===== config.mk =====
export PLATFORM = sky130hd
export DESIGN_NAME = nik_regs
export DESIGN_NICKNAME = d
export VERILOG_FILES = /design/src/rtl/nik_pkg.sv /design/src/rtl/nik_regs.sv
export SDC_FILE = /design/constraint.sdc
export NUM_CORES = 2
export LEC_CHECK = 0
export CAP_MARGIN = 20
export CORE_ASPECT_RATIO = 1.1
export CORE_UTILIZATION = 45
export DETAILED_ROUTE_END_ITERATION = 10
export DONT_BUFFER_PORTS = 1
export PLACE_DENSITY_LB_ADDON = 0.2
export SLEW_MARGIN = 25
export SYNTH_ARGS = -nofsm -noshare
export SYNTH_HDL_FRONTEND = slang
export SYNTH_SLANG_ARGS = --single-unit

===== constraint.sdc =====
create_clock -name clk -period 12.8 [get_ports clk]
set_input_delay 0.64 -clock clk [delete_from_list [all_inputs] [get_ports clk]]
set_output_delay 0.64 -clock clk [all_outputs]
set_load 0.02 [all_outputs]

===== src/rtl/nik_pkg.sv =====
`timescale 1ns / 1ps
`default_nettype none
package nik_pkg;

  // Field and arithmetic widths
  localparam int ANGLE_WIDTH = 16;
  localparam int SLOT_W      = 16;
  localparam int MW          = (ANGLE_WIDTH > SLOT_W) ? ANGLE_WIDTH : SLOT_W;
  localparam int DIFF_W      = MW + 1;
  localparam int PROD_W      = DIFF_W + SLOT_W;
  localparam int FRAC_SH     = 12;
  localparam int NUM_W       = PROD_W + 1 + FRAC_SH;
  localparam int YNUM_W      = DIFF_W + FRAC_SH;
  localparam int QUO_W       = MW + 2;
  localparam int SUM_W       = QUO_W + 2;
  localparam int DMAG_W      = 32;
  localparam int GMAG_W      = 16;
  localparam int THR_W       = 32;
  localparam int PADDR_W     = 6;
  localparam int PDATA_W     = 64;
  localparam int DIV_LAT     = QUO_W + 3;

  typedef logic signed [ANGLE_WIDTH-1:0] angle_t;
  typedef logic signed [SLOT_W-1:0]      slot_t;

  typedef enum logic [2:0] {
    ST_OK          = 3'd0,
    ST_SINGULAR    = 3'd1,
    ST_POSE_RANGE  = 3'd2,
    ST_OVERFLOW    = 3'd3,
    ST_MOTOR_RANGE = 3'd4
  } status_t;

  typedef enum logic [2:0] {
    REG_COUPLING  = 3'd0,
    REG_GAIN_THR  = 3'd1,
    REG_POSE_CTR  = 3'd2,
    REG_MOTOR_CTR = 3'd3,
    REG_POSE_LO   = 3'd4,
    REG_POSE_HI   = 3'd5,
    REG_MOTOR_LO  = 3'd6,
    REG_MOTOR_HI  = 3'd7
  } reg_idx_t;

  localparam logic [63:0] RST_COUPLING = 64'h1000_0000_0000_1000;
  localparam logic [47:0] RST_GAIN_THR = 48'h0000_0001_1000;
  localparam logic [47:0] RST_LO       = 48'h8000_8000_8000;
  localparam logic [47:0] RST_HI       = 48'h7FFF_7FFF_7FFF;

  typedef struct packed {
    angle_t pitch_angle;
    angle_t roll_angle;
    angle_t yaw_angle;
  } in_word_t;

  typedef struct packed {
    angle_t  first_motor;
    angle_t  second_motor;
    angle_t  third_motor;
    status_t status_code;
  } out_word_t;

  // Configuration as seen by the datapath
  typedef struct packed {
    slot_t              c11;
    slot_t              c12;
    slot_t              c21;
    slot_t              c22;
    logic               det_neg;
    logic [DMAG_W-1:0]  det_mag;
    logic               gain_neg;
    logic [GMAG_W-1:0]  gain_mag;
    logic               singular;
    slot_t [2:0]        pose_ctr;
    slot_t [2:0]        motor_ctr;
    slot_t [2:0]        pose_lo;
    slot_t [2:0]        pose_hi;
    slot_t [2:0]        motor_lo;
    slot_t [2:0]        motor_hi;
  } cfg_t;

  // Front end to divider handoff
  typedef struct packed {
    logic                     valid;
    logic                     pose_fail;
    logic signed [NUM_W-1:0]  num1;
    logic signed [NUM_W-1:0]  num2;
    logic signed [YNUM_W-1:0] num3;
  } front_t;

endpackage
`default_nettype wire


===== src/rtl/nik_regs.sv =====
`timescale 1ns / 1ps
`default_nettype none
module nik_regs import nik_pkg::*; (
  input  wire logic               clk,
  input  wire logic               rst_n,
  input  wire logic               psel,
  input  wire logic               penable,
  input  wire logic               pwrite,
  input  wire logic [PADDR_W-1:0] paddr,
  input  wire logic [PDATA_W-1:0] pwdata,
  output logic [PDATA_W-1:0]      prdata,
  output cfg_t                    cfg
);

  logic [63:0] coupling_r;
  logic [47:0] gain_thr_r, pose_ctr_r, motor_ctr_r;
  logic [47:0] pose_lo_r, pose_hi_r, motor_lo_r, motor_hi_r;
  logic signed [31:0] p1_r, p2_r;
  logic               det_neg_r;
  logic [DMAG_W-1:0]  det_mag_r;
  logic               gain_neg_r;
  logic [GMAG_W-1:0]  gain_mag_r;
  logic               singular_r;
  logic signed [32:0] det;
  logic [THR_W-1:0]   thr;
  reg_idx_t           idx;

  assign idx = reg_idx_t'(paddr[5:3]);
  assign thr = gain_thr_r[47:16];

  // Register writes
  always_ff @(posedge clk) begin
    if (!rst_n) begin
      coupling_r  <= RST_COUPLING;
      gain_thr_r  <= RST_GAIN_THR;
      pose_ctr_r  <= '0;
      motor_ctr_r <= '0;
      pose_lo_r   <= RST_LO;
      pose_hi_r   <= RST_HI;
      motor_lo_r  <= RST_LO;
      motor_hi_r  <= RST_HI;
    end else if (psel && penable && pwrite) begin
      unique case (idx)
        REG_COUPLING:  coupling_r  <= pwdata;
        REG_GAIN_THR:  gain_thr_r  <= pwdata[47:0];
        REG_POSE_CTR:  pose_ctr_r  <= pwdata[47:0];
        REG_MOTOR_CTR: motor_ctr_r <= pwdata[47:0];
        REG_POSE_LO:   pose_lo_r   <= pwdata[47:0];
        REG_POSE_HI:   pose_hi_r   <= pwdata[47:0];
        REG_MOTOR_LO:  motor_lo_r  <= pwdata[47:0];
        REG_MOTOR_HI:  motor_hi_r  <= pwdata[47:0];
        default: ;
      endcase
    end
  end

  // Read back
  always_comb begin
    unique case (idx)
      REG_COUPLING:  prdata = coupling_r;
      REG_GAIN_THR:  prdata = {16'd0, gain_thr_r};
      REG_POSE_CTR:  prdata = {16'd0, pose_ctr_r};
      REG_MOTOR_CTR: prdata = {16'd0, motor_ctr_r};
      REG_POSE_LO:   prdata = {16'd0, pose_lo_r};
      REG_POSE_HI:   prdata = {16'd0, pose_hi_r};
      REG_MOTOR_LO:  prdata = {16'd0, motor_lo_r};
      REG_MOTOR_HI:  prdata = {16'd0, motor_hi_r};
      default:       prdata = '0;
    endcase
  end

  // Derive determinant, magnitudes and the singular flag: products, then magnitudes, then the flag
  assign det = 33'(p1_r) - 33'(p2_r);

  always_ff @(posedge clk) begin
    p1_r       <= slot_t'(coupling_r[15:0]) * slot_t'(coupling_r[63:48]);
    p2_r       <= slot_t'(coupling_r[31:16]) * slot_t'(coupling_r[47:32]);
    det_neg_r  <= det[32];
    det_mag_r  <= det[32] ? DMAG_W'(-det) : DMAG_W'(det);
    gain_neg_r <= gain_thr_r[15];
    gain_mag_r <= gain_thr_r[15] ? GMAG_W'(-slot_t'(gain_thr_r[15:0]))
                                 : gain_thr_r[15:0];
    singular_r <= (thr == '0) || (det_mag_r <= thr) ||
                  ({4'd0, gain_mag_r, 12'd0} <= thr);
  end

  assign cfg.c11       = coupling_r[15:0];
  assign cfg.c12       = coupling_r[31:16];
  assign cfg.c21       = coupling_r[47:32];
  assign cfg.c22       = coupling_r[63:48];
  assign cfg.det_neg   = det_neg_r;
  assign cfg.det_mag   = det_mag_r;
  assign cfg.gain_neg  = gain_neg_r;
  assign cfg.gain_mag  = gain_mag_r;
  assign cfg.singular  = singular_r;
  assign cfg.pose_ctr  = pose_ctr_r;
  assign cfg.motor_ctr = motor_ctr_r;
  assign cfg.pose_lo   = pose_lo_r;
  assign cfg.pose_hi   = pose_hi_r;
  assign cfg.motor_lo  = motor_lo_r;
  assign cfg.motor_hi  = motor_hi_r;

endmodule
`default_nettype wire


## Word level (Yosys, flattened, before mapping)

Cells that the tools add are included.
W data, S select, Z words.

- Register bits: 515
- Input port bits: 75
- Output and inout bits: 467

- $add $sub $neg: 3
- Multipliers: 2
- Order comparisons: 2
- Equal/unequal tests: 7
- Multiplexer cells: 3
- Reduce and logical (&&, ||, !) cells: 14

Operators by type and width:

| kind | number |
|---|---|
| $pmux W64 S8 | 1 |
| $mul A16 B16 Y32 | 2 |
| $sub A32 B32 Y33 | 1 |
| $le A28 B32 Y1 | 1 |
| $le A32 B32 Y1 | 1 |
| $logic_not A32 Y1 | 1 |
| $mux W32 | 1 |
| $neg A32 Y32 | 1 |
| $neg A16 Y16 | 1 |
| $reduce_and A2 Y1 | 8 |
| $mux W15 | 1 |
| $eq A3 B3 Y1 const B | 4 |
| $eq A3 B2 Y1 const B | 2 |
| $eq A3 B1 Y1 const B | 1 |
| $logic_not A3 Y1 | 1 |
| $logic_and A1 B1 Y1 | 2 |
| $logic_or A1 B1 Y1 | 2 |

## Logic depth before layout (Yosys ltp)

- Depth after elaboration: 3
- Gate-level depth with buffers: 26

## Worst setup path after synthesis

Ideal clock, no wire load.

- Path kind: register to register
- Start: register coupling_r[39]
- End: register p2_r[31]
- Library setup time: 72 ps
- Arrival: 6181 ps
- Data required time: 12728 ps
- Path slack: 6547 ps
- Stages on the path, launching flop included: 26
- Path through: dfxtp_1 clkbuf_1 clkbuf_1 nand2_1 fa_1 inv_1 fa_1 inv_1 fa_1 inv_1 fa_1 fa_1 inv_1 fa_1 inv_1 ha_1 a21o_1 a21o_1 a21oi_1 o21ai_0 o2111ai_1 a311oi_1 o22ai_1 o311ai_0 a21oi_1 xnor2_1

- Longest elaborated chain between the ends: 1

RTL lines:

| what | RTL line | text |
|---|---|---|
| from (decl) | nik_regs.sv:15 | `logic [63:0] coupling_r;` |
| from (signal assigned) | nik_regs.sv:44 | `REG_COUPLING: coupling_r <= pwdata;` |
| $mul A16 B16 Y32 | nik_regs.sv:77 | `p2_r <= slot_t'(coupling_r[31:16]) * slot_t'(coupling_r[47:32]);` |
| to (signal assigned) | nik_regs.sv:77 |  |
| to (decl) | nik_regs.sv:18 | `logic signed [31:0] p1_r, p2_r;` |

No other way between the ends.
A chain may end at the register's enable or synchronous reset.

## Final worst setup path

- Start: register coupling_r[51]
- End: register p1_r[30]

- Longest elaborated chain between the ends: 1

RTL lines:

| what | RTL line | text |
|---|---|---|
| $mul A16 B16 Y32 | nik_regs.sv:76 | `p1_r <= slot_t'(coupling_r[15:0]) * slot_t'(coupling_r[63:48]);` |
| to (signal assigned) | nik_regs.sv:76 |  |
| to (decl) | nik_regs.sv:18 |  |

No other way between the ends.

==> results_dict.tcl <==
set metrics [dict create \
    status "finished clean" \
    finalSetupViolations 0 \
    synth_enable_flop_cells 0 \
    core_area_um2 96200 \
    leakagePower_uw 0.0212 \
    critical_path_class "register to register" \
    start_util_pct 45.6 \
    pin_count 542 \
    startpoint "coupling_r[51]" \
    fmax_mhz 139 \
    drc 0 \
    synth_top_area_share_pct 24.0 \
    grt_pass1_vias 35300 \
    slew_headroom_pct 15.5 \
    clockBufferDepth 3 \
    slew_viol_final 0 \
    hold_depth 1 \
    fin_hold_ws_ns 0.0992 \
    track_usage_pct 31.3 \
    clkSinkCount 515 \
    ys_warn_count 0 \
    fin_nets 5793 \
    syn_inst 5139 \
    hp-start "rst_n" \
    fin_tns_setup_ns 0 \
    grt-ovfl-total 0 \
    first_pass_iters 6 \
    ys_seq_area_share_pct 23.5 \
    cp-end-kind "register" \
    vias 35200 \
    layout_min_cycle_time_ns 7.19 \
    ctsResizeCount 0 \
    final_common_cell "nand2_1" \
    worstRegToRegCells 19 \
    syn-num-nets 5985 \
    syn_area_per_cell_um2 8.54 \
    clock_latency_ns 0.66 \
    cts_root_buf "clkbuf_16" \
    rsz0062_at_grt "false" \
    ys.flop_type "dfxtp_1" \
    synthArstFlopShare_pct 0 \
    r2r_setup_slack_ns 5.61 \
    fin_crit_sh_pct 56.2 \
    syn_area_um2 43900 \
    die_w_um 300 \
    pwr_density_cell_nw_per_um2 82.2 \
    stdcell_count 6264 \
    place_hpwl_mm 114 \
    synth-seq-cells 515 \
    p_total_uw 3840 \
    clkTransAtPathRegs_ns 0.06 \
    rows 119 \
    post_cts_buffers 0 \
    die_y_um 329 \
    grt_antenna_before_repair 4 \
    gp_congestion 0.904 \
    wl_per_cell_um 24.8 \
    io_buffers 0 \
    final_cell_mix "nand2_1, inv_1, fa_1, dfxtp_1, a21boi_0" \
    ys_types 84 \
    skew_ns 0.0641 \
    timing.rr.start "coupling_r[51]" \
    cp_data_required_time_ns 13.33 \
    grt_max_degree 401 \
    start_kind "register" \
    worst_pin_slew_ns 1.27 \
    cap_violations 0 \
    reg2reg_to "p1_r[30]" \
    worstHoldEndpoint "pose_hi_r[34]" \
    cts_made_buffers 56 \
    finalHoldViolCount 0 \
    arrival_ns 7.72 \
    peakVddDrop_uv 109 \
    cts_tree "built" \
    totalWireLength_mm 155 \
    area_delta_synth_final_pct 6.33 \
    min_path_type "primary input to register" \
    synth_top_cell_by_area "fa_1" \
    synthTopCellsByArea "fa_1, dfxtp_1, nand2_1" \
    grt_pass1_wl_mm 231 \
    die_area_um2 98800 \
    h-tree-depth 2 \
    fill_cells 9425 \
    dp.cells 6159 \
    cp_max_fo 19 \
    cts_hold_buf 0 \
    viasPerCell 5.62 \
    drtIter0Drc 2593 \
    drive_gt1_share_pct 5.33 \
    ant_nets 0 \
]
==> how the worst max path moves through the flow <==
stage	endpoint	slack, ns	depth (start not counted)
floorplan	p2_r[31]	6.55	25
global placement	p1_r[30]	5.61	20
detailed placement	p1_r[30]	5.54	20
CTS	p1_r[30]	5.46	20
global route	p1_r[30]	5.16	20
finish	p1_r[30]	5.61	19
==> kinds of logic after synthesis <==
| logic type | count (synthesis) | share of synthesized area (%) |
|---|---|---|
| adder cells (fa/ha/maj) | 771 | 31.0 |
| AO/OA/AOI/OAI | 793 | 12.6 |
| flip-flops | 515 | 23.5 |
| XOR/XNOR | 141 | 2.81 |
| AND/OR/NAND/NOR | 1837 | 18.5 |
| buffers and inverters | 994 | 8.89 |
| multiplexers | 88 | 2.70 |
==> through the flow <==
step,instance area [um2],util (%),setup WS [ns]
final,46700,48.5,5.61
after global routing,46600,48.5,5.16
after CTS,46600,48.5,5.46
after detailed placement,44700,46.5,5.54
after global placement,44700,46.5,5.61
after floorplan,43900,-,6.55
==> routing by layer <==
| metal | wire length [um] | GRT usage [%] |
|---|---|---|
| met2 | 71100 | 50.5 |
| met3 | 16500 | 10.6 |
| met1 | 59900 | 38.0 |
| met5 | 37 | 0 |
| met4 | 7490 | 13.3 |
==> worst max-delay path: stages (launching register included) <==
cell and delay (ns):
dfxtp_1 1.02, nand2_1 0.16, fa_1 0.49, fa_1 0.60, fa_1 0.45, fa_1 0.54, inv_1 0.05, fa_1 0.51
fa_1 0.45, ha_1 0.34, a32o_1 0.22, o21ai_0 0.15, o21ai_0 0.28, a211oi_1 0.31, o21bai_1 0.10, a21o_1 0.25
a311oi_1 0.48, o211ai_1 0.22, a2111o_1 0.39, o211ai_1 0.09
==> final cells by class <==
class / count / area (um2) / area share [%]
tap: 1270 / 1590 / 3.41
sequential: 515 / 10300 / 22.1
clock buffer: 77 / 1620 / 3.48
inverter: 670 / 2510 / 5.39
antenna: 3 / 7.51 / 0.0161
multi-input combinational: 3630 / 29800 / 63.8
clock inverter: 25 / 287 / 0.614
timing repair buffer: 74 / 556 / 1.19
==> power breakdown <==
group | switching, uW | internal (uW)
sequential | 129 | 1640
combinational | 218 | 152
clock | 730 | 968
==> synth_stat cells (26+ instances only) <==
cell type	n
dfxtp_1	515
and2_1	254
nand2_1	1137
nand3_1	122
buf_4	40
a21o_1	41
a21oi_1	130
ha_1	246
o21ai_0	97
xor2_1	32
xnor2_1	109
nor2_1	165
o22ai_1	26
inv_1	669
mux2i_1	43
a21boi_0	303
a221oi_1	28
fa_1	525
clkbuf_1	254
==> state kept, by name, indices dropped and copies added, names as in the netlist <==
signal,count
det_mag_r,32
pose_hi_r,48
motor_lo_r,48
gain_mag_r,16
coupling_r,64
pose_lo_r,48
pose_ctr_r,48
p2_r,32
p1_r,32
gain_thr_r,48
motor_ctr_r,48
gain_neg_r,1
det_neg_r,1
motor_hi_r,48
singular_r,1
Power figures use the tool's default switching activity.
