### src/rtl/nik_pkg.sv
`timescale 1ns / 1ps
`default_nettype none
package nik_pkg;

  // Field and arithmetic widths
  localparam int ANGLE_WIDTH = 16;
  localparam int SLOT_W      = 16;
  localparam int MW          = (ANGLE_WIDTH > SLOT_W) ? ANGLE_WIDTH : SLOT_W;
  localparam int DIFF_W      = MW + 1;
  localparam int PROD_W      = DIFF_W + SLOT_W;
  localparam int FRAC_SH     = 12;
  localparam int NUM_W       = PROD_W + 1 + FRAC_SH;
  localparam int YNUM_W      = DIFF_W + FRAC_SH;
  localparam int QUO_W       = MW + 2;
  localparam int SUM_W       = QUO_W + 2;
  localparam int DMAG_W      = 32;
  localparam int GMAG_W      = 16;
  localparam int THR_W       = 32;
  localparam int PADDR_W     = 6;
  localparam int PDATA_W     = 64;
  localparam int DIV_LAT     = QUO_W + 3;

  typedef logic signed [ANGLE_WIDTH-1:0] angle_t;
  typedef logic signed [SLOT_W-1:0]      slot_t;

  typedef enum logic [2:0] {
    ST_OK          = 3'd0,
    ST_SINGULAR    = 3'd1,
    ST_POSE_RANGE  = 3'd2,
    ST_OVERFLOW    = 3'd3,
    ST_MOTOR_RANGE = 3'd4
  } status_t;

  typedef enum logic [2:0] {
    REG_COUPLING  = 3'd0,
    REG_GAIN_THR  = 3'd1,
    REG_POSE_CTR  = 3'd2,
    REG_MOTOR_CTR = 3'd3,
    REG_POSE_LO   = 3'd4,
    REG_POSE_HI   = 3'd5,
    REG_MOTOR_LO  = 3'd6,
    REG_MOTOR_HI  = 3'd7
  } reg_idx_t;

  localparam logic [63:0] RST_COUPLING = 64'h1000_0000_0000_1000;
  localparam logic [47:0] RST_GAIN_THR = 48'h0000_0001_1000;
  localparam logic [47:0] RST_LO       = 48'h8000_8000_8000;
  localparam logic [47:0] RST_HI       = 48'h7FFF_7FFF_7FFF;

  typedef struct packed {
    angle_t pitch_angle;
    angle_t roll_angle;
    angle_t yaw_angle;
  } in_word_t;

  typedef struct packed {
    angle_t  first_motor;
    angle_t  second_motor;
    angle_t  third_motor;
    status_t status_code;
  } out_word_t;

  // Configuration as seen by the datapath
  typedef struct packed {
    slot_t              c11;
    slot_t              c12;
    slot_t              c21;
    slot_t              c22;
    logic               det_neg;
    logic [DMAG_W-1:0]  det_mag;
    logic               gain_neg;
    logic [GMAG_W-1:0]  gain_mag;
    logic               singular;
    slot_t [2:0]        pose_ctr;
    slot_t [2:0]        motor_ctr;
    slot_t [2:0]        pose_lo;
    slot_t [2:0]        pose_hi;
    slot_t [2:0]        motor_lo;
    slot_t [2:0]        motor_hi;
  } cfg_t;

  // Front end to divider handoff
  typedef struct packed {
    logic                     valid;
    logic                     pose_fail;
    logic signed [NUM_W-1:0]  num1;
    logic signed [NUM_W-1:0]  num2;
    logic signed [YNUM_W-1:0] num3;
  } front_t;

endpackage
`default_nettype wire

### src/rtl/nik_div.sv
`timescale 1ns / 1ps
`default_nettype none
module nik_div import nik_pkg::*; #(
  parameter int N_W = NUM_W,
  parameter int D_W = DMAG_W,
  parameter int Q_W = QUO_W
) (
  input  wire logic                  clk,
  input  wire logic                  adv,
  input  wire logic signed [N_W-1:0] num,
  input  wire logic        [D_W-1:0] den_mag,
  input  wire logic                  den_neg,
  output logic signed [Q_W:0]        quo
);

  localparam int HI_W  = N_W - Q_W;
  localparam int CMP_W = (HI_W > D_W) ? HI_W : D_W;

  logic [N_W-1:0] mag_a_r;
  logic           neg_a_r;
  logic [D_W-1:0] rem_r [Q_W+1];
  logic [Q_W-1:0] shf_r [Q_W+1];
  logic           ovf_r [Q_W+1];
  logic           neg_r [Q_W+1];
  logic [CMP_W-1:0] hi_ext;
  logic [Q_W-1:0]   q_mag;
  logic signed [Q_W:0] quo_r;

  assign hi_ext = CMP_W'(mag_a_r[N_W-1:Q_W]);

  // Take magnitudes, then check the quotient fits its window
  always_ff @(posedge clk) begin
    if (adv) begin
      mag_a_r  <= num[N_W-1] ? N_W'(-num) : N_W'(num);
      neg_a_r  <= num[N_W-1] ^ den_neg;
      ovf_r[0] <= hi_ext >= CMP_W'(den_mag);
      rem_r[0] <= hi_ext[D_W-1:0];
      shf_r[0] <= mag_a_r[Q_W-1:0];
      neg_r[0] <= neg_a_r;
    end
  end

  // One quotient bit per stage
  for (genvar k = 0; k < Q_W; k++) begin : g_step
    logic [D_W:0] trial, red;
    logic         take;
    assign trial = {rem_r[k], shf_r[k][Q_W-1]};
    assign take  = trial >= {1'b0, den_mag};
    assign red   = trial - {1'b0, den_mag};
    always_ff @(posedge clk) begin
      if (adv) begin
        rem_r[k+1] <= take ? red[D_W-1:0] : trial[D_W-1:0];
        shf_r[k+1] <= {shf_r[k][Q_W-2:0], take};
        ovf_r[k+1] <= ovf_r[k];
        neg_r[k+1] <= neg_r[k];
      end
    end
  end

  // Saturate on overflow and apply the sign
  assign q_mag = ovf_r[Q_W] ? {Q_W{1'b1}} : shf_r[Q_W];

  always_ff @(posedge clk) begin
    if (adv)
      quo_r <= neg_r[Q_W] ? -$signed({1'b0, q_mag}) : $signed({1'b0, q_mag});
  end

  assign quo = quo_r;

endmodule
`default_nettype wire

### config.mk
export PLATFORM = sky130hd
export DESIGN_NAME = nik_div
export DESIGN_NICKNAME = d
export VERILOG_FILES = /design/src/rtl/nik_pkg.sv /design/src/rtl/nik_div.sv
export SDC_FILE = /design/constraint.sdc
export NUM_CORES = 2
export LEC_CHECK = 0
export ABC_CLOCK_PERIOD_IN_PS = 3800
export BUFFER_PORTS_ARGS = -buffer_cell sky130_fd_sc_hd__buf_2
export CAP_MARGIN = 20
export CORE_MARGIN = 5
export CORE_UTILIZATION = 36
export CTS_CLUSTER_SIZE = 25
export DETAILED_ROUTE_END_ITERATION = 8
export MAX_ROUTING_LAYER = met4
export PLACE_DENSITY_LB_ADDON = 0.08
export SLEW_MARGIN = 20
export SYNTH_ARGS = -nofsm -noshare
export SYNTH_HDL_FRONTEND = slang
export SYNTH_SLANG_ARGS = --single-unit
### constraint.sdc
create_clock -name clk -period 3.8 [get_ports clk]
set_input_delay 0.57 -clock clk [delete_from_list [all_inputs] [get_ports clk]]
set_output_delay 0.57 -clock clk [all_outputs]
set_load 0.02 [all_outputs]
# ---- Word-level counts from Yosys, hierarchy flattened
# Memory sizes are Yosys's and may differ from the RTL's.
# Index checks and enable logic that the tools add are counted.
dict set report classes {
  addsub 20
  n_mul 0
  div 0
  order_cmp 19
  n_eq_ne 0
  shift 0
  muxes 23
  n_bitwise 1
  n_reduce_logical 0
}
# cell count
set ops {}
lappend ops {{$ge 33x32->1} 18}
lappend ops {{$mux 32} 18}
lappend ops {{$sub 32x32->32} 18}
lappend ops {{$neg 46->46} 1}
lappend ops {{$mux 45} 1}
lappend ops {{$mux 18} 2}
lappend ops {{$ge 28x32->1} 1}
lappend ops {{$neg 18->19} 1}
lappend ops {{$mux 1} 2}
lappend ops {{$xor 1x1->1} 1}
dict set report totals {
  register_bits 66
  latchBits 0
  mem_bits_rw 988
  romBits 0
  elab_cells 72
  memories 4
}
# memory words word_bits read_ports rd_clocked_by_memory_dff wr line
set mem_list {}
lappend mem_list {rem_r 19 32 18 0 19 nik_div.sv:21} ;# logic [D_W-1:0] rem_r [Q_W+1];
lappend mem_list {shf_r 19 18 19 0 19 nik_div.sv:22} ;# logic [Q_W-1:0] shf_r [Q_W+1];
lappend mem_list {neg_r 19 1 19 0 19 nik_div.sv:24} ;# logic neg_r [Q_W+1];
lappend mem_list {ovf_r 19 1 19 0 19 nik_div.sv:23} ;# logic ovf_r [Q_W+1];

# ---- Depth between registers and ports, before layout
# An unclocked memory read counts as a cell.
dict set report logic_depth {
  ltp_word 4
  mapped_depth 15
  depth_no_buf 13
}

# ---- Least setup slack after synthesis
# No wires, ideal clock.
dict set report synth_timing {
  path_kind {input port to flip-flop}
  start {in den_mag[1]}
  end {mem rem_r[7][8] (netlist bit) (data pin)}
  setup_ns 0.262
  arrival_ns 3.580
  path_slack_ns -0.042
  cell_stages 13
  path_buffers 2
  cell_sequence {inv_1 ha_1 nor2b_1 o31a_1 o31ai_2 a21oi_1 o211a_1 o31a_1 a311oi_2 a21o_1 buf_2 buf_4 mux2_1}
}
# element line
set synth_rtl {}
lappend synth_rtl {{from (decl)} nik_div.sv:11} ;# input wire logic [D_W-1:0] den_mag,
lappend synth_rtl {{to (decl)} nik_div.sv:21}

==> metrics.md <==
| Metric | Value |
|---|---|
| Clock root buffer master | `clkbuf_16` |
| Clk sinks | `1018` |
| Status | `complete, no violations` |
| Mux cell area share after synthesis | `5.50%` |
| Final setup viols | `0` |
| Post-synth ARST share | `0%` |
| Buf/Inv on CP | `2` |
| Row count | `158` |
| Die area | `195000 µm²` |
| Worst Hold Slack | `0.103 ns` |
| Max-cap violations | `0` |
| Starting density of the core | `36.2%` |
| Core ar. | `185000 µm²` |
| Synthesized cell area | `67000 µm²` |
| Number of cells in the finished layout apart from fillers | `9749` |
| Gate Count Post-Synth | `6166` |
| Main combinational cell family by area after synthesis | `compound AO/OA/AOI/OAI gates` |
| DR iter-0 viols | `2923` |
| Max Transition Viols Final | `0` |
| Post-synthesis area per instance | `10.9 µm²` |
| Worst Hold Class | `in2reg` |
| Worst-case clock skew | `0.0357 ns` |
| Wirelength, routed | `195 mm` |
| Compound-Gate Fraction of Synth Area | `17.9%` |
| Slowest cell delay on critical path | `0.66 ns` |
| DR DRC count | `0` |
| DRT Pass-1 Iters | `5` |
| CTS clk-pin slew, worst paths | `0.06 ns` |
| Power density over cell area | `843 nW/µm²` |
| Critical Path RT | `4.30 ns` |
| Critical path depth | `12` |
| Post-layout min period | `3.66 ns` |
| Post-Synth XOR/XNOR Area | `6.51%` |
| Cells along the critical path | `ha_1 > a21oi_1 > a211o_1 > a2111oi_0 > buf_4 > o21ai_1 > o21ai_1 > o21a_1 > nor3_1 > o221ai_4 > buf_12 > mux2_2` |
| Max FO, Critical Path | `21` |
| Die Wd | `441 µm` |
| Final Cycle Share | `96.4%` |
| Num CTS Buffers | `121` |
| Peak Freq | `273 MHz` |
| Via density | `5.24` |
| Layout cells sized above 1 | `21.3%` |
| H-Tree Depth | `3` |
| Final Hold Fails | `0` |
| Top delay family on crit path | `compound AO/OA/AOI/OAI gates` |
| CP most frequent cell | `o21ai_1` |
| Leak Pwr | `33.6 nW` |
| FILL cells | `17600` |
| Max rail drop VDD | `0.439 mV` |
| #FFs+latches synth | `1018` |
| Worst slew pin tran | `0.957 ns` |
| Die Y | `441 µm` |
| Global Route Usage Sum | `20.3%` |
| Area growth syn-to-layout | `22.8%` |
| GP Congestion | `0.891` |
| Total negative slack | `0 ns` |
| GRT overflow | `0` |
| Num ports | `100` |
| IO buf count | `99` |
| Initial antenna violation count | `9` |
| Startpoint types | `register` |
| Adder-cell area share of the yosys netlist | `11.8%` |
| Vias in the first global route | `50800` |
| Worst setup EP type | `register` |
| Slowest-stage cell, CP | `a2111oi_0` |
| Post-synth top flop | `edfxtp_1` |
| Min-Delay Path Depth | `2` |
| Max-Slew Margin vs Limit | `36.2%` |
| Setup CP Type | `reg2reg` |
| Ys Warns | `0` |
| Pin count of the biggest net entering global routing | `90` |
| Syn nets | `6867` |
| Critical Path AT | `4.16 ns` |
| Routed length per instance | `20.0 µm` |
| Final ANT Viol Nets | `0` |
| Post-synth cell types | `100` |
| Seq/Total Area, Yosys | `45.6%` |
| DP HPWL | `155 mm` |
| Placed Instances | `9518` |
| Cell depth of the worst flop-to-flop path | `12` |
| Vias | `51100` |
| Clock Tree Buf Depth | `3` |
| Post-Synth Simple-Gate Area | `10.6%` |
| Fin nets | `7863` |
| RSZ-0062 raised after global routing | `no` |
| Number of synthesized flops with an enable pin | `1018` |
| First-pass GRT wire length | `298 mm` |
| Clock latency on the worst-skew pair | `0.77 ns` |
| CTS tree | `built` |
==> timing repair <==
action | CTS | global route
hold buffers | 1 | 0
resized for setup | 0 | 14
endpoints found under the setup margin | 0 | 70
buffers inserted | 0 | 0
endpoints found under the hold margin | 1 | 0
==> state kept, by name, summed over array words and instances (netlist names) <==
name	cells
mag_a_r	46
neg_a_r	1
neg_r	19
ovf_r	19
quo	19
rem_r	572
shf_r	342
==> synth_stat cells (15+ instances only) <==
library cell / n / area share, %
buf_2: 60 / 0.45
a21boi_0: 15 / 0.17
o31a_1: 26 / 0.34
or2_2: 17 / 0.16
o21ai_1: 80 / 0.60
inv_1: 181 / 1.0
a31oi_1: 54 / 0.50
nor2b_1: 81 / 0.76
nand2b_1: 78 / 0.73
a21o_1: 299 / 3.4
and3_1: 58 / 0.54
nand3_1: 117 / 0.87
and2_1: 38 / 0.35
o21bai_1: 59 / 0.66
nor2_1: 402 / 2.3
o31ai_1: 53 / 0.59
fa_1: 17 / 0.51
a211o_1: 21 / 0.27
nand2_1: 426 / 2.4
xor2_1: 162 / 2.1
a21oi_1: 607 / 4.5
o211ai_1: 19 / 0.21
a211oi_1: 45 / 0.50
mux2_2: 243 / 4.1
nor4_1: 22 / 0.21
mux2i_1: 24 / 0.36
clkbuf_1: 80 / 0.45
ha_1: 603 / 11
nand4_1: 84 / 0.78
nor3_1: 75 / 0.56
or3_1: 28 / 0.26
xnor2_1: 336 / 4.4
mux2_1: 63 / 1.1
edfxtp_1: 1018 / 46
o21a_1: 92 / 1.0
o21ai_0: 318 / 2.4
==> placed cells by master, fill, tap and decap left out, types with 78 or more instances in the layout <==
cell / instances
nand2b_1: 78
nand4_1: 84
o21ai_0: 316
nor2b_1: 81
nand3_1: 117
edfxtp_1: 1018
nand2_1: 426
a21o_1: 298
mux2_2: 243
clkbuf_16: 124
ha_1: 603
inv_1: 178
o21ai_1: 81
nor2_1: 402
xor2_1: 162
buf_4: 835
buf_12: 90
a21oi_1: 604
buf_2: 98
xnor2_1: 336
o21a_1: 92
==> cell type report <==
class | count | area (µm²) | area share (%)
Multi-Input combinational cell | 4813 | 35200 | 42.8
Sequential cell | 1018 | 30600 | 37.1
Timing Repair Buffer | 1025 | 8590 | 10.4
Clock buffer | 139 | 3160 | 3.84
Tap cell | 2480 | 3100 | 3.77
Clock inverter | 90 | 980 | 1.19
Inverter | 183 | 694 | 0.844
Antenna cell | 1 | 2.50 | 0.00304
==> worst reg2reg max path: stages (launching register included) <==
cell and delay, ns:
edfxtp_1 0.39, ha_1 0.34, a21oi_1 0.10, a211o_1 0.36
a2111oi_0 0.66, buf_4 0.23, o21ai_1 0.10, o21ai_1 0.16
o21a_1 0.18, nor3_1 0.08, o221ai_4 0.19, buf_12 0.21
mux2_2 0.38
==> report_power, final <==
part           switching, mW  total (mW)  internal, mW  leakage [nW]
clock network           5.00        12.1          7.07          1.98
registers               2.32        20.0          17.6          9.95
logic                   18.9        37.3          18.4          21.7
total                   26.2        69.4          43.1          33.6
==> stage by stage <==
stage	power (mW)	utilization, %	setup WS (ns)	area [µm²]
6_report	69.4	44.4	0.139	82300
3_3_place_gp	57.1	42.2	-0.653	78100
2_1_floorplan	43.7	-	0.00286	67000
5_1_grt	74.7	44.4	0.00334	82300
4_1_cts	69.9	44.4	0.0262	82200
3_5_place_dp	57.4	42.2	-0.539	78100
==> logic make-up (layout without fill, tap and decap cells) <==
logic type | count (synthesis) | in the layout
other cells | 0 | 1
buf+inv | 335 | 1437
simple gates | 1487 | 1487
mux | 330 | 330
fa+ha+maj | 620 | 620
flops | 1018 | 1018
compound gates | 1878 | 1878
xor+xnor | 498 | 498
==> worst paths after layout <==
kind | to | slack, ns | start
worst max-delay path | rem_r[10][30]$_DFFE_PP_ | 0.14 | rem_r[9][1]$_DFFE_PP_
worst min-delay path | neg_a_r$_DFFE_PP_ | 0.10 | den_neg
worst max register to register | rem_r[10][30]$_DFFE_PP_ | 0.14 | rem_r[9][1]$_DFFE_PP_
worst min register to register | shf_r[6][13]$_DFFE_PP_ | 0.41 | shf_r[5][12]$_DFFE_PP_
==> per-layer routing <==
metal | track usage [%] | routed length, µm | up-vias | share of wire, %
met2 | 34.4 | 95100 | 875 | 49
met4 | 4.85 | 4920 | 0 | 2.5
met3 | 2.63 | 7390 | 225 | 3.8
met1 | 26.0 | 88000 | 24400 | 45
li1 | - | - | 25600 | -
met5 | - | 0 | - | 0
Power figures use the tool's default switching activity.
