[src/rtl/nik_pkg.sv]
`timescale 1ns / 1ps
`default_nettype none
package nik_pkg;

  // Field and arithmetic widths
  localparam int ANGLE_WIDTH = 16;
  localparam int SLOT_W      = 16;
  localparam int MW          = (ANGLE_WIDTH > SLOT_W) ? ANGLE_WIDTH : SLOT_W;
  localparam int DIFF_W      = MW + 1;
  localparam int PROD_W      = DIFF_W + SLOT_W;
  localparam int FRAC_SH     = 12;
  localparam int NUM_W       = PROD_W + 1 + FRAC_SH;
  localparam int YNUM_W      = DIFF_W + FRAC_SH;
  localparam int QUO_W       = MW + 2;
  localparam int SUM_W       = QUO_W + 2;
  localparam int DMAG_W      = 32;
  localparam int GMAG_W      = 16;
  localparam int THR_W       = 32;
  localparam int PADDR_W     = 6;
  localparam int PDATA_W     = 64;
  localparam int DIV_LAT     = QUO_W + 3;

  typedef logic signed [ANGLE_WIDTH-1:0] angle_t;
  typedef logic signed [SLOT_W-1:0]      slot_t;

  typedef enum logic [2:0] {
    ST_OK          = 3'd0,
    ST_SINGULAR    = 3'd1,
    ST_POSE_RANGE  = 3'd2,
    ST_OVERFLOW    = 3'd3,
    ST_MOTOR_RANGE = 3'd4
  } status_t;

  typedef enum logic [2:0] {
    REG_COUPLING  = 3'd0,
    REG_GAIN_THR  = 3'd1,
    REG_POSE_CTR  = 3'd2,
    REG_MOTOR_CTR = 3'd3,
    REG_POSE_LO   = 3'd4,
    REG_POSE_HI   = 3'd5,
    REG_MOTOR_LO  = 3'd6,
    REG_MOTOR_HI  = 3'd7
  } reg_idx_t;

  localparam logic [63:0] RST_COUPLING = 64'h1000_0000_0000_1000;
  localparam logic [47:0] RST_GAIN_THR = 48'h0000_0001_1000;
  localparam logic [47:0] RST_LO       = 48'h8000_8000_8000;
  localparam logic [47:0] RST_HI       = 48'h7FFF_7FFF_7FFF;

  typedef struct packed {
    angle_t pitch_angle;
    angle_t roll_angle;
    angle_t yaw_angle;
  } in_word_t;

  typedef struct packed {
    angle_t  first_motor;
    angle_t  second_motor;
    angle_t  third_motor;
    status_t status_code;
  } out_word_t;

  // Configuration as seen by the datapath
  typedef struct packed {
    slot_t              c11;
    slot_t              c12;
    slot_t              c21;
    slot_t              c22;
    logic               det_neg;
    logic [DMAG_W-1:0]  det_mag;
    logic               gain_neg;
    logic [GMAG_W-1:0]  gain_mag;
    logic               singular;
    slot_t [2:0]        pose_ctr;
    slot_t [2:0]        motor_ctr;
    slot_t [2:0]        pose_lo;
    slot_t [2:0]        pose_hi;
    slot_t [2:0]        motor_lo;
    slot_t [2:0]        motor_hi;
  } cfg_t;

  // Front end to divider handoff
  typedef struct packed {
    logic                     valid;
    logic                     pose_fail;
    logic signed [NUM_W-1:0]  num1;
    logic signed [NUM_W-1:0]  num2;
    logic signed [YNUM_W-1:0] num3;
  } front_t;

endpackage
`default_nettype wire

[src/rtl/nik_front.sv]
`timescale 1ns / 1ps
`default_nettype none
module nik_front import nik_pkg::*; (
  input  wire logic clk,
  input  wire logic rst_n,
  input  wire logic adv,
  input  wire logic in_valid,
  input  in_word_t  in_word,
  input  cfg_t      cfg,
  output front_t    front
);

  logic v0_r, v1_r, v2_r, v3_r;
  in_word_t w0_r;
  logic pf1_r, pf2_r, pf3_r;
  logic signed [DIFF_W-1:0] dp_r, dr_r, dy1_r, dy2_r;
  logic signed [PROD_W-1:0] m22p_r, m12r_r, m11r_r, m21p_r;
  logic signed [NUM_W-1:0]  n1_r, n2_r;
  logic signed [YNUM_W-1:0] n3_r;
  logic signed [PROD_W:0]   diff1, diff2;
  angle_t pose [3];
  logic pose_fail;

  assign pose[0] = w0_r.pitch_angle;
  assign pose[1] = w0_r.roll_angle;
  assign pose[2] = w0_r.yaw_angle;

  // Check each pose against its inclusive limits
  always_comb begin
    pose_fail = 1'b0;
    for (int i = 0; i < 3; i++) begin
      if (DIFF_W'(pose[i]) < DIFF_W'(cfg.pose_lo[i]) ||
          DIFF_W'(pose[i]) > DIFF_W'(cfg.pose_hi[i]))
        pose_fail = 1'b1;
    end
  end

  assign diff1 = (PROD_W+1)'(m22p_r) - (PROD_W+1)'(m12r_r);
  assign diff2 = (PROD_W+1)'(m11r_r) - (PROD_W+1)'(m21p_r);

  // Advance valid bits
  always_ff @(posedge clk) begin
    if (!rst_n) begin
      v0_r <= 1'b0;
      v1_r <= 1'b0;
      v2_r <= 1'b0;
      v3_r <= 1'b0;
    end else if (adv) begin
      v0_r <= in_valid;
      v1_r <= v0_r;
      v2_r <= v1_r;
      v3_r <= v2_r;
    end
  end

  // Capture, offset, multiply, combine
  always_ff @(posedge clk) begin
    if (adv) begin
      w0_r   <= in_word;
      dp_r   <= DIFF_W'(pose[0]) - DIFF_W'(cfg.pose_ctr[0]);
      dr_r   <= DIFF_W'(pose[1]) - DIFF_W'(cfg.pose_ctr[1]);
      dy1_r  <= DIFF_W'(pose[2]) - DIFF_W'(cfg.pose_ctr[2]);
      pf1_r  <= pose_fail;
      m22p_r <= cfg.c22 * dp_r;
      m12r_r <= cfg.c12 * dr_r;
      m11r_r <= cfg.c11 * dr_r;
      m21p_r <= cfg.c21 * dp_r;
      dy2_r  <= dy1_r;
      pf2_r  <= pf1_r;
      n1_r   <= {diff1, {FRAC_SH{1'b0}}};
      n2_r   <= {diff2, {FRAC_SH{1'b0}}};
      n3_r   <= {dy2_r, {FRAC_SH{1'b0}}};
      pf3_r  <= pf2_r;
    end
  end

  assign front.valid     = v3_r;
  assign front.pose_fail = pf3_r;
  assign front.num1      = n1_r;
  assign front.num2      = n2_r;
  assign front.num3      = n3_r;

endmodule
`default_nettype wire

[config.mk]
export PLATFORM = sky130hd
export DESIGN_NAME = nik_front
export DESIGN_NICKNAME = d
export VERILOG_FILES = /design/src/rtl/nik_pkg.sv /design/src/rtl/nik_front.sv
export SDC_FILE = /design/constraint.sdc
export NUM_CORES = 2
export LEC_CHECK = 0
export ABC_AREA = 1
export BUFFER_PORTS_ARGS = -buffer_cell sky130_fd_sc_hd__clkbuf_2
export CORE_ASPECT_RATIO = 0.9
export CORE_MARGIN = 5
export CORE_UTILIZATION = 45
export CTS_CLUSTER_DIAMETER = 150
export CTS_CLUSTER_SIZE = 25
export DETAILED_ROUTE_END_ITERATION = 6
export GPL_ROUTABILITY_DRIVEN = 1
export RECOVER_POWER = 25
export SLEW_MARGIN = 5
export SYNTH_ARGS = -nofsm -noshare
export SYNTH_HDL_FRONTEND = slang
export SYNTH_SLANG_ARGS = --single-unit
[constraint.sdc]
create_clock -name clk -period 10.5 [get_ports clk]
set_input_delay 1.05 -clock clk [delete_from_list [all_inputs] [get_ports clk]]
set_output_delay 1.05 -clock clk [all_outputs]
set_load 0.03 [all_outputs]
; ---- After elaboration in Yosys (flattened, before gate mapping)
; Cells that the tools add are included.
[word_totals]
word_cells = 41
out_inout_bits = 123
register_bits = 340
input_bits = 455
[classes]
mul = 4
n_reduce_logical = 4
order_cmp = 6
addsub = 5
muxes = 1
[ops]
columns = operator, count
row1 = 16-bit by 17-bit multiplier with 33-bit output, 4
row2 = 33-bit by 33-bit subtractor with 34-bit output, 2
row3 = 16-bit by 16-bit subtractor with 17-bit output, 3
row4 = 16-bit > comparator, 3
row5 = 16-bit < comparator, 3
row6 = 1-bit logical OR, 3
row7 = 2-bit OR reduction, 1
row8 = 1-bit two-way mux, 1

; ---- Longest topological paths before layout
[depth]
ltp_word = 3
mapped_depth = 28
depth_no_buf = 26

; ---- Least setup slack after synthesis
; No wires, ideal clock.
[synth_timing]
path_kind = input port to flip-flop
from = input port cfg[392] in the netlist's numbering
to = register m11r_r[28] (data pin)
required_time_ns = 10.243
n_path_buf = 2
setup_ns = 0.257
arrival_ns = 6.124
setup_slack_ns = 4.118
path_stages = 21
cell_sequence = clkbuf_1 clkbuf_1 nand2_1 fa_1 inv_1 fa_1 fa_1 fa_1 fa_1 inv_1 fa_1 inv_1 ha_1 nand2_1 nor2_1 inv_1 nor2_1 inv_1 o21ai_0 o21a_1 nor2_1
[synth_via]
elab_chain_len = 1
[synth_lines]
columns = element, line_no
row1 = "start, declared", nik_front.sv:9  ; input cfg_t cfg,
row2 = 16-bit by 17-bit multiplier with 33-bit output, nik_front.sv:66  ; m11r_r <= cfg.c11 * dr_r;
row3 = "end signal, assigned", nik_front.sv:66
row4 = "end, declared", nik_front.sv:17  ; logic signed [PROD_W-1:0] m22p_r, m12r_r, m11r_r, m21p_r;
; No other way between the ends.
; A chain may end at the register's enable or synchronous reset.

; ---- Worst setup path after layout
[layout_timing]
from = register dr_r[0]
to = register m12r_r[32] (data pin)
[layout_via]
elab_chain_len = 1
[layout_lines]
columns = element, line_no
row1 = "start, declared", nik_front.sv:16  ; logic signed [DIFF_W-1:0] dp_r, dr_r, dy1_r, dy2_r;
row2 = "start signal, assigned", nik_front.sv:61  ; dr_r <= DIFF_W'(pose[1]) - DIFF_W'(cfg.pose_ctr[1]);
row3 = 16-bit by 17-bit multiplier with 33-bit output, nik_front.sv:65  ; m12r_r <= cfg.c12 * dr_r;
row4 = "end signal, assigned", nik_front.sv:65
row5 = "end, declared", nik_front.sv:17
; No other way between the ends.

==> run summary <==
================================================================================
Status                                                              finished with violations
Violated checks                                                     capacitance limit, slew limit
Clock Latency Late Sink                                                   620 ps
Share of cells above drive strength 1                                     5.460%
Share of async-settable or async-resettable flops after synthesis             0%
Transition time at the pin with the least slew margin                    3524 ps
Placer congestion estimate                                                0.9377
Die height                                                              366.1 um
Boundary pin count                                                           578
Area of the placeable core                                          139,700 um^2
Detailed-placement wirelength estimate                                  139.0 mm
Total CTS buffers                                                             20
Final total negative setup slack                                            0 ps
Total clock sinks                                                            340
Number of hold buffers added after cts                                         0
Most instantiated cells after synthesis                             sky130_fd_sc_hd__inv_1 (2,254), sky130_fd_sc_hd__nand2_1 (1,727), sky130_fd_sc_hd__fa_1 (1,109)
Final slew viol count                                                         94
Main synth FF type                                                  sky130_fd_sc_hd__edfxtp_1
Type of the worst setup path                                        flop to flop
Max-capacitance violation count                                                2
Pin count of the biggest net entering global routing                         132
DRT iter0 DRCs                                                             3,206
First-pass GRT wire length                                              269.4 mm
Area share of the leading cell type in the synthesized netlist            35.02%
Nets                                                                       9,956
Via count of the first global-routing pass                                50,563
Kind of capture point of the worst setup path                               flop
Post-route DRC violation count                                                 0
Initial cell density of the core                                          45.37%
Number of flops mapped to enable cells by yosys                              336
Buffer depth of the longest clock path                                         3
Total via count in the routed design                                      47,993
Crit share post-route                                                     66.74%
P&R area growth vs syn                                                    6.231%
Count of state elements after synthesis                                      340
Detailed-router iteration count before antenna repair                          6
Full die area                                                       148,500 um^2
Die Span X                                                              405.6 um
Total number of H-tree levels                                                  1
Sequential element share of the synthesized area                          16.04%
Crit-path max FO                                                              30
CTS tree                                                                     yes
Post-Syn Instances                                                         7,673
Finish-stage setup viols                                                       0
Arrival time reported for the critical path endpoint                     7380 ps
RSZ-0062 raised after global routing                                          no
Post-CTS Resized                                                               0
Drt total wl                                                            163.6 mm
Maximum clock frequency                                               0.1427 GHz
Setup Skew                                                              47.39 ps
Final hold vios                                                                0
Cell at the root of the clock tree                                  sky130_fd_sc_hd__clkbuf_16
Number of vias per cell                                                    4.942
Buffers inserted during post-CTS setup optimization                            0
Avg Inst Size Synth                                                   8.262 um^2
Final worst path period need                                             7007 ps
Top area cells in the synthesized netlist                           sky130_fd_sc_hd__fa_1 (35%), sky130_fd_sc_hd__edfxtp_1 (16%), sky130_fd_sc_hd__inv_1 (13%)
Data required time at the worst endpoint                               10,870 ps
Floorplan row count                                                          130
Count of synthesis-stage warnings from yosys                                   0
Distinct cells, synth                                                         44
All-Layer GR Usage                                                        22.54%
Antenna violations before repair                                              11
Number of input and output port buffers inserted                             346
Final global-route overflow total                                              0
Mean routed wirelength per cell                                         16.85 um
Worst setup SP type                                                         flop
Most used standard cell by instance count after synthesis           sky130_fd_sc_hd__inv_1
Hold/Removal Path Class                                             flop to flop
Clock-pin slew on the worst setup and hold paths                          110 ps
Post-detailed-route count of antenna-violating nets                            0
Library cell with the largest summed area after synthesis           sky130_fd_sc_hd__fa_1
Area of the mapped netlist                                           63,390 um^2
Worst slew margin relative to its limit                                  -134.9%
================================================================================
==> cell type report <==
class | count | area, um^2
inverters | 2258 | 8476
clock buffers | 22 | 508.0
clock inverters | 8 | 121.4
well taps | 1848 | 2312
repair buffers | 383 | 2008
flip-flops and latches | 340 | 10170
multi-input cells | 4846 | 43730
diodes | 7 | 17.52
fillers | 13700 | 72380
==> final timing paths <==
| check | depth (start not counted) | to | start | slack, ps |
|---|---|---|---|---|
| worst min register to register | 0 | n3_r[18]$_DFFE_PP_ | dy2_r[6]$_DFFE_PP_ | 410 |
| worst max-delay path | 21 | m12r_r[32]$_DFFE_PP_ | dr_r[0]$_DFFE_PP_ | 3490 |
| worst min-delay path | 0 | n3_r[18]$_DFFE_PP_ | dy2_r[6]$_DFFE_PP_ | 410 |
| worst max register to register | 21 | m12r_r[32]$_DFFE_PP_ | dr_r[0]$_DFFE_PP_ | 3490 |
==> cells by family (layout without fill, tap and decap cells) <==
family	Yosys count	in the layout	synth area share, %
buffers and inverters	2522	2671	15.16
and+or+nand+nor	2330	2330	14.63
adders and majority gates	1652	1652	45.74
AOI/OAI and AO/OA	611	611	5.426
DFF	340	340	16.04
xor gates and xnor gates	217	217	2.998
other	1	43	0.005915
==> layout by cell type, fill, tap and decap left out, types with 3 or more instances in the layout <==
| master | count |
|---|---|
| sky130_fd_sc_hd__a21boi_0 | 9 |
| sky130_fd_sc_hd__a21o_1 | 32 |
| sky130_fd_sc_hd__a21oi_1 | 288 |
| sky130_fd_sc_hd__a21oi_2 | 5 |
| sky130_fd_sc_hd__a31oi_1 | 25 |
| sky130_fd_sc_hd__buf_4 | 35 |
| sky130_fd_sc_hd__clkbuf_1 | 11 |
| sky130_fd_sc_hd__clkbuf_16 | 20 |
| sky130_fd_sc_hd__clkbuf_2 | 338 |
| sky130_fd_sc_hd__conb_1 | 36 |
| sky130_fd_sc_hd__dfxtp_1 | 4 |
| sky130_fd_sc_hd__diode_2 | 7 |
| sky130_fd_sc_hd__edfxtp_1 | 336 |
| sky130_fd_sc_hd__fa_1 | 1109 |
| sky130_fd_sc_hd__ha_1 | 543 |
| sky130_fd_sc_hd__inv_1 | 2254 |
| sky130_fd_sc_hd__inv_2 | 4 |
| sky130_fd_sc_hd__nand2_1 | 1727 |
| sky130_fd_sc_hd__nand3_1 | 166 |
| sky130_fd_sc_hd__nand3b_1 | 11 |
| sky130_fd_sc_hd__nand4_1 | 47 |
| sky130_fd_sc_hd__nor2_1 | 303 |
| sky130_fd_sc_hd__nor2_2 | 4 |
| sky130_fd_sc_hd__nor3_1 | 47 |
| sky130_fd_sc_hd__nor3_2 | 6 |
| sky130_fd_sc_hd__nor4_1 | 11 |
| sky130_fd_sc_hd__o211ai_1 | 11 |
| sky130_fd_sc_hd__o21a_1 | 23 |
| sky130_fd_sc_hd__o21ai_0 | 162 |
| sky130_fd_sc_hd__o21ai_1 | 10 |
| sky130_fd_sc_hd__o21ai_2 | 5 |
| sky130_fd_sc_hd__o21bai_1 | 32 |
| sky130_fd_sc_hd__o31ai_1 | 3 |
| sky130_fd_sc_hd__or3b_1 | 4 |
| sky130_fd_sc_hd__xnor2_1 | 60 |
| sky130_fd_sc_hd__xor2_1 | 157 |
==> sequential cells by signal, summed over array words and instances, names as in the netlist, 17 cells and up <==
name	count
dy2_r	17
dp_r	17
m22p_r	33
m12r_r	33
n2_r	34
pose	48
m11r_r	33
n3_r	17
n1_r	34
dy1_r	17
m21p_r	33
dr_r	17
==> metal layers <==
metal | global-route usage, % | routed length [um]
met5 | 0 | 34
met4 | 3.185 | 2399
met3 | 5.415 | 13910
met2 | 34.89 | 71550
met1 | 32.97 | 75710
==> per-stage QoR <==
stage / hold WS (ps) / area (um^2) / setup WS [ps] / instances / util (%)
after floorplan: 400.3 / 63530 / 4118 / 7708 / -
after global placement: 400.8 / 66740 / 3501 / 9675 / 47.77
after detailed placement: 404.5 / 66740 / 3448 / 9675 / 47.77
after CTS: 406.0 / 67370 / 3903 / 9705 / 48.22
after global routing: 427.7 / 67330 / 3041 / 9706 / 48.19
final: 411.2 / 67340 / 3493 / 9712 / 48.20
==> critical path, stage by stage (launching register included) <==
cell and delay [ps]:
sky130_fd_sc_hd__edfxtp_1 360, sky130_fd_sc_hd__clkbuf_1 1620, sky130_fd_sc_hd__nand2_1 120, sky130_fd_sc_hd__inv_1 130, sky130_fd_sc_hd__ha_1 160, sky130_fd_sc_hd__inv_1 60, sky130_fd_sc_hd__fa_1 490, sky130_fd_sc_hd__inv_1 50
sky130_fd_sc_hd__fa_1 510, sky130_fd_sc_hd__fa_1 450, sky130_fd_sc_hd__fa_1 510, sky130_fd_sc_hd__inv_1 70, sky130_fd_sc_hd__fa_1 490, sky130_fd_sc_hd__inv_1 50, sky130_fd_sc_hd__ha_1 360, sky130_fd_sc_hd__a21o_1 200
sky130_fd_sc_hd__a31oi_1 430, sky130_fd_sc_hd__nand3_1 240, sky130_fd_sc_hd__a21oi_1 280, sky130_fd_sc_hd__inv_1 70, sky130_fd_sc_hd__nand2_1 60, sky130_fd_sc_hd__nand2_1 40
Power is not shown: default switching activity piles up to over one toggle a cycle in this logic, so the estimate is an artifact.
